--- src/hw/rtl/kbd_fifo_pkg.sv ---
// Shared key codes, field widths and the scancode to ASCII mapping function.
package kbd_fifo_pkg;

    localparam int CHAR_W      = 8;
    localparam int CODE_W      = 8;
    localparam int IN_TDATA_W  = 16;

    localparam logic [CODE_W-1:0] KEY_A         = 8'd4;
    localparam logic [CODE_W-1:0] KEY_Z         = 8'd29;
    localparam logic [CODE_W-1:0] KEY_ONE       = 8'd30;
    localparam logic [CODE_W-1:0] KEY_NINE      = 8'd38;
    localparam logic [CODE_W-1:0] KEY_EIGHT     = 8'd37;
    localparam logic [CODE_W-1:0] KEY_ZERO      = 8'd39;
    localparam logic [CODE_W-1:0] KEY_RETURN    = 8'd40;
    localparam logic [CODE_W-1:0] KEY_ESCAPE    = 8'd41;
    localparam logic [CODE_W-1:0] KEY_SPACE     = 8'd44;
    localparam logic [CODE_W-1:0] KEY_EQUALS    = 8'd46;
    localparam logic [CODE_W-1:0] KEY_SEMICOLON = 8'd51;
    localparam logic [CODE_W-1:0] KEY_PERIOD    = 8'd55;
    localparam logic [CODE_W-1:0] KEY_LSHIFT    = 8'd225;
    localparam logic [CODE_W-1:0] KEY_RSHIFT    = 8'd229;

    localparam logic [CHAR_W-1:0] ASCII_LOWER_A = 8'd97;
    localparam logic [CHAR_W-1:0] ASCII_UPPER_A = 8'd65;
    localparam logic [CHAR_W-1:0] ASCII_ONE     = 8'd49;
    localparam logic [CHAR_W-1:0] ASCII_SPACE   = 8'h20;
    localparam logic [CHAR_W-1:0] ASCII_CR      = 8'h0D;
    localparam logic [CHAR_W-1:0] ASCII_NUL     = 8'h00;

    // Map a key usage code to ASCII; unmapped codes give NUL.
    function automatic logic [CHAR_W-1:0] map_key(input logic [CODE_W-1:0] code,
                                                  input logic              shifted);
        logic [CHAR_W-1:0] ch;
        ch = ASCII_NUL;
        if (code == KEY_SPACE) begin
            ch = ASCII_SPACE;
        end else if (code == KEY_RETURN) begin
            ch = ASCII_CR;
        end else if (code >= KEY_A && code <= KEY_Z) begin
            ch = (shifted ? ASCII_UPPER_A : ASCII_LOWER_A) + (code - KEY_A);
        end else if (!shifted) begin
            if (code >= KEY_ONE && code <= KEY_NINE) begin
                ch = ASCII_ONE + (code - KEY_ONE);
            end else if (code == KEY_EQUALS) begin
                ch = 8'(int'("="));
            end else if (code == KEY_ZERO) begin
                ch = 8'(int'("0"));
            end else if (code == KEY_PERIOD) begin
                ch = 8'(int'("."));
            end else if (code == KEY_SEMICOLON) begin
                ch = 8'(int'(";"));
            end
        end else begin
            if (code == KEY_EQUALS) begin
                ch = 8'(int'("+"));
            end else if (code == KEY_EIGHT) begin
                ch = 8'(int'("*"));
            end else if (code == KEY_PERIOD) begin
                ch = 8'(int'(">"));
            end else if (code == KEY_SEMICOLON) begin
                ch = 8'(int'(":"));
            end
        end
        return ch;
    endfunction

endpackage

--- src/hw/rtl/keyboard_scancode_to_ascii_fifo.sv ---
// Key event to ASCII converter with a character FIFO, stream in and out.
// Each accepted item's result is registered in the output register. Throughput: one
// item per cycle unless the output stalls; the FIFO head comes from the registered
// RAM read, kept one step ahead with a bypass for a write to the next read address.
// Reset (i_rst_n low, synchronous) clears shift, pointers, fill count and output
// valid; character storage is not cleared and needs no clearing pass.
module keyboard_scancode_to_ascii_fifo
    import kbd_fifo_pkg::*;
#(
    parameter int FIFO_DEPTH   = 64,
    localparam int AW          = (FIFO_DEPTH > 1) ? $clog2(FIFO_DEPTH) : 1,
    localparam int CNT_W       = $clog2(FIFO_DEPTH + 1),
    localparam int OUT_TDATA_W = ((2 + CHAR_W + CNT_W + 7) / 8) * 8
) (
    input  logic                   i_clk,
    input  logic                   i_rst_n,
    // tdata: [0] key_down, [8:1] scancode
    input  logic [IN_TDATA_W-1:0]  s_axis_tdata,
    // tuser: [0] mode
    input  logic                   s_axis_tuser,
    input  logic                   s_axis_tvalid,
    output logic                   s_axis_tready,
    // tdata: [0] pushed, [1] overflow, [9:2] pop_char, then fill_count
    output logic [OUT_TDATA_W-1:0] m_axis_tdata,
    output logic                   m_axis_tvalid,
    input  logic                   m_axis_tready
);

    localparam logic [AW-1:0]    PTR_LAST = AW'(FIFO_DEPTH - 1);
    localparam logic [CNT_W-1:0] CNT_FULL = CNT_W'(FIFO_DEPTH);

    logic              r_shift;
    logic [AW-1:0]     r_rd_ptr, n_rd_ptr;
    logic [AW-1:0]     r_wr_ptr, n_wr_ptr;
    logic [CNT_W-1:0]  r_count, n_count;
    logic              r_byp_valid, n_byp_valid;
    logic [CHAR_W-1:0] r_byp_data;
    logic              r_out_valid;
    logic              r_out_pushed, r_out_overflow;
    logic [CHAR_W-1:0] r_out_char;
    logic [CNT_W-1:0]  r_out_count;

    logic              in_mode, in_down;
    logic [CODE_W-1:0] in_code;
    logic              accept, is_shift_key, do_map, full, wr_en, rd_en;
    logic [CHAR_W-1:0] map_char, ram_q, head_char;

    assign in_mode = s_axis_tuser;
    assign in_down = s_axis_tdata[0];
    assign in_code = s_axis_tdata[CODE_W:1];

    assign s_axis_tready = !r_out_valid || m_axis_tready;
    assign accept        = s_axis_tvalid && s_axis_tready;

    assign is_shift_key = (in_code == KEY_LSHIFT) || (in_code == KEY_RSHIFT);
    assign do_map       = !in_mode && !is_shift_key && in_down && (in_code != KEY_ESCAPE);
    assign full         = (r_count == CNT_FULL);
    assign wr_en        = accept && do_map && !full;
    assign rd_en        = accept && in_mode && (r_count != '0);
    assign map_char     = map_key(in_code, r_shift);

    assign n_rd_ptr = !rd_en ? r_rd_ptr : ((r_rd_ptr == PTR_LAST) ? '0 : r_rd_ptr + 1'b1);
    assign n_wr_ptr = !wr_en ? r_wr_ptr : ((r_wr_ptr == PTR_LAST) ? '0 : r_wr_ptr + 1'b1);

    always_comb begin
        n_count = r_count;
        if (wr_en) begin
            n_count = r_count + 1'b1;
        end else if (rd_en) begin
            n_count = r_count - 1'b1;
        end
    end

    // Forward a write that lands on the next head slot; the RAM returns old data then.
    assign n_byp_valid = wr_en && (r_wr_ptr == n_rd_ptr);
    assign head_char   = r_byp_valid ? r_byp_data : ram_q;

    kbd_fifo_ram #(
        .WIDTH(CHAR_W),
        .DEPTH(FIFO_DEPTH)
    ) u_ram (
        .i_clk  (i_clk),
        .i_we   (wr_en),
        .i_waddr(r_wr_ptr),
        .i_wdata(map_char),
        .i_raddr(n_rd_ptr),
        .o_rdata(ram_q)
    );

    always_ff @(posedge i_clk) begin
        if (!i_rst_n) begin
            r_shift     <= 1'b0;
            r_rd_ptr    <= '0;
            r_wr_ptr    <= '0;
            r_count     <= '0;
            r_byp_valid <= 1'b0;
            r_out_valid <= 1'b0;
        end else begin
            r_rd_ptr    <= n_rd_ptr;
            r_wr_ptr    <= n_wr_ptr;
            r_count     <= n_count;
            r_byp_valid <= n_byp_valid;
            if (accept && !in_mode && is_shift_key) begin
                r_shift <= in_down;
            end
            if (accept) begin
                r_out_valid <= 1'b1;
            end else if (m_axis_tready) begin
                r_out_valid <= 1'b0;
            end
        end
    end

    always_ff @(posedge i_clk) begin
        r_byp_data <= map_char;
        if (accept) begin
            r_out_pushed   <= wr_en;
            r_out_overflow <= do_map && full;
            r_out_char     <= rd_en ? head_char : ASCII_NUL;
            r_out_count    <= n_count;
        end
    end

    assign m_axis_tvalid = r_out_valid;
    assign m_axis_tdata  = OUT_TDATA_W'({r_out_count, r_out_char, r_out_overflow, r_out_pushed});

endmodule

--- src/hw/rtl/kbd_fifo_ram.sv ---
// Generic single-clock RAM: one write port, one read port with registered data.
module kbd_fifo_ram #(
    parameter int WIDTH = 8,
    parameter int DEPTH = 64,
    localparam int AW   = (DEPTH > 1) ? $clog2(DEPTH) : 1
) (
    input  logic             i_clk,
    input  logic             i_we,
    input  logic [AW-1:0]    i_waddr,
    input  logic [WIDTH-1:0] i_wdata,
    input  logic [AW-1:0]    i_raddr,
    output logic [WIDTH-1:0] o_rdata
);

    logic [WIDTH-1:0] r_mem [DEPTH];
    logic [WIDTH-1:0] r_rdata;

    always_ff @(posedge i_clk) begin
        if (i_we) begin
            r_mem[i_waddr] <= i_wdata;
        end
        r_rdata <= r_mem[i_raddr];
    end

    assign o_rdata = r_rdata;

endmodule

--- config.mk ---
export PLATFORM = sky130hd
export DESIGN_NAME = keyboard_scancode_to_ascii_fifo
export DESIGN_NICKNAME = d
export VERILOG_FILES = /design/src/hw/rtl/kbd_fifo_pkg.sv /design/src/hw/rtl/keyboard_scancode_to_ascii_fifo.sv /design/src/hw/rtl/kbd_fifo_ram.sv
export SDC_FILE = /design/constraint.sdc
export NUM_CORES = 1
export LEC_CHECK = 0
export BUFFER_PORTS_ARGS = -buffer_cell sky130_fd_sc_hd__buf_2
export CAP_MARGIN = 25
export CORE_MARGIN = 2
export CORE_UTILIZATION = 50
export CTS_BUF_LIST = sky130_fd_sc_hd__clkbuf_2
export DETAILED_ROUTE_END_ITERATION = 10
export GPL_ROUTABILITY_DRIVEN = 0
export GPL_TIMING_DRIVEN = 0
export PLACE_DENSITY_LB_ADDON = 0.08
export SYNTH_ARGS = -nofsm -noshare
export SYNTH_HDL_FRONTEND = slang
export SYNTH_SLANG_ARGS = --single-unit
--- constraint.sdc ---
create_clock -name i_clk -period 6.7 [get_ports i_clk]
set_input_delay 0.335 -clock i_clk [delete_from_list [all_inputs] [get_ports i_clk]]
set_output_delay 0.335 -clock i_clk [all_outputs]
set_load 0.01 [all_outputs]
==> flow_summary.json <==
{
  "status": "completed",
  "fmax_mhz": 196,
  "ys_warn_count": 0,
  "leakage_nw": 9.28,
  "synth-seq-area-share": 0.698,
  "grt_pass1_wl_mm": 94.0,
  "drt-pass1-iter-count": 6,
  "arrival_ns": 5.95,
  "rows": 80,
  "fin_util": 0.563,
  "grt_pass1_vias": 14700,
  "clock_path_buffers": 3,
  "viasPerCell": 5.94,
  "synth_area_per_cell_sq_um": 15.0,
  "min_period_ns": 5.11,
  "grt_setup_unrepaired": "false",
  "worst_slack_ns": 1.59,
  "grt_overflow": 0,
  "dp_worst_setup_slack_ns": 1.55,
  "worstPathRequired_ns": 7.54,
  "final_cells": 2520,
  "synth_enable_flop_cells": 529,
  "die_h_um": 222,
  "path_class": "in -> reg",
  "drv_slew": 0,
  "crit_start": "s_axis_tdata[4]",
  "synthCells": 1586,
  "design_area_sq_um": 26700,
  "synth_flop_cell": "edfxtp_1",
  "cts_resized": 0,
  "start_kind": "primary input",
  "hold_class": "in -> reg",
  "die_w_um": 222,
  "synth_area_leaders": "edfxtp_1 67%, mux2i_1 5.9%, dfxtp_1 3.2%",
  "root_buffer": "clkbuf_2",
  "clk_pin_slew_ns": 0.10,
  "ys_top_cells_by_count": "529 x edfxtp_1, 161 x nand2_1, 141 x mux2i_1",
  "max_cap_viol_count": 0,
  "grt_max_degree": 53,
  "finalCritPeriodShare": 0.762,
  "cts_max_level": 4,
  "drc": 0,
  "place_area_sq_um": 25200,
  "synth-seq-cells": 567,
  "ir_worst_vdd_mv": 0.161,
  "final_layout_size_suffix_gt1_frac": 0.198,
  "synth_top_area_frac": 0.666,
  "cts_made_buffers": 145,
  "wirelength_mm": 64.5,
  "initial_utilization": 0.502,
  "clkLatencyLatePin_ns": 1.29,
  "io_pins": 47,
  "synth_top_cell_by_area": "edfxtp_1",
  "wire_per_inst_um": 25.6,
  "yosysMostFrequentCell": "edfxtp_1",
  "min-delay-start": "i_rst_n",
  "finClkSkew_ns": 0.0855,
  "placement.io_buffers": 31,
  "drtIter0Drc": 1549,
  "yosysUniqueCellTypes": 70,
  "core_area_sq_um": 47400,
  "critical_path.max_fanout": 10,
  "synth_area_sq_um": 23800,
  "grt_antenna_before_repair": 2,
  "cp-end-kind": "flop",
  "setup_viol": 0,
  "vias": 15000,
  "ys_async_sr_fraction": 0,
  "power_density_nw_per_um2": 298,
  "cts.sink_count": 567,
  "cts_tree": "yes",
  "worst_pin_slew_ns": 1.07,
  "area_growth_pct": 12.0,
  "placedCellCount": 2255,
  "hold_viol_final": 0,
  "antenna_left": 0,
  "nets": 1855,
  "fp.dieArea_sq_um": 49400,
  "dp_hpwl_mm": 43.9,
  "grt_usage": 0.266,
  "fillers": 3911,
  "slew_headroom": 0.270,
  "rr_startpoint": "r_count[0]"
}
cells in the final DEF (no fill, tap or decap), types with 13 or more instances in the layout:
master           n
edfxtp_1       529
clkbuf_2       204
nand2_1        161
mux2i_1        141
nor2_1         112
buf_2           56
a211oi_1        44
and3_1          42
clkbuf_1        41
nand3_1         38
dfxtp_1         38
o21ai_0         36
a31oi_1         30
dlygate4sd3_1   25
mux4_2          23
xnor2_1         22
clkinv_1        22
ha_1            21
inv_1           19
a22o_1          18
buf_4           17
a311oi_1        17
a21oi_1         16
and2_1          15
mux2_2          15
a32o_1          13
sequential cells by signal, indices dropped and copies added, names as in the netlist:
name,count
r_shift,1
u_ram.o_rdata,8
r_byp_data,8
r_out_count,7
r_wr_ptr,6
r_out_overflow,1
r_out_char,8
u_ram.r_mem,512
r_out_pushed,1
m_axis_tvalid,1
r_count,7
r_rd_ptr,6
r_byp_valid,1
worst max-delay path, cell delays in order:
cell and delay [ns]:
dlygate4sd3_1 0.53, buf_2 0.20, inv_1 0.12, ha_1 0.19, clkbuf_1 0.23, o211ai_1 0.31, o21ai_0 0.14, a311o_1 0.36
dlygate4sd3_1 0.59, nor3b_2 0.52, clkbuf_1 0.51, nand4b_1 0.92, nor2_1 0.96
timing repair:
item | CTS | global route
buffers inserted | 0 | 0
hold endpoints to repair | 164 | 0
hold buffers | 25 | 0
through the flow:
stage / setup TNS (ns) / total power, mW / hold WS, ns
after floorplan: 0 / 5.13 / 0.459
after global placement: -701.57 / 5.69 / 0.535
after detailed placement: 0 / 5.72 / 0.531
after CTS: 0 / 7.99 / 0.0589
after global routing: 0 / 8.28 / 0.140
final: 0 / 7.95 / 0.201
where the power goes:
part / internal [mW] / switching, mW
combinational: 0.639 / 1.06
sequential: 3.93 / 0.0324
clock: 0.923 / 1.36
total: 5.49 / 2.46
worst paths after layout:
path | end | slack, ns | cells past startpoint
setup / recovery | u_ram.r_mem[45][0] | 1.59 | 13
setup reg to reg | r_byp_valid | 2.20 | 12
hold reg to reg | r_out_char[0] | 0.56 | 2
hold / removal | r_wr_ptr[1] | 0.20 | 4
logic make-up after synthesis:
kind of cell,Yosys count,share of synthesized area
adder cells (fa/ha/maj),21,0.0110
flip-flops,567,0.698
AO/OA/AOI/OAI,236,0.0730
multiplexers,185,0.0946
AND/OR/NAND/NOR,433,0.0861
buffers and inverters,118,0.0276
other,1,0.000157
XOR/XNOR,25,0.00918
layer usage:
metal | global-route usage | wire length [um] | part of all wire
met1 | 0.354 | 26600 | 0.41
met2 | 0.411 | 29700 | 0.46
met3 | 0.0623 | 5220 | 0.081
met4 | 0.139 | 2930 | 0.045
met5 | 0 | 0 | 0
area by class of cell:
type | instances | area (sq um) | area share
Inverter | 20 | 75.1 | 0.00281
Clock inverter | 33 | 213 | 0.00797
Sequential cell | 567 | 16600 | 0.623
Multi-Input combinational cell | 907 | 6630 | 0.248
Timing Repair Buffer | 74 | 753 | 0.0282
Buffer | 98 | 583 | 0.0218
Antenna cell | 2 | 5.00 | 0.000187
Clock buffer | 204 | 1020 | 0.0382
Tap cell | 615 | 769 | 0.0288
No activity file was read; power rests on OpenSTA's default activity.
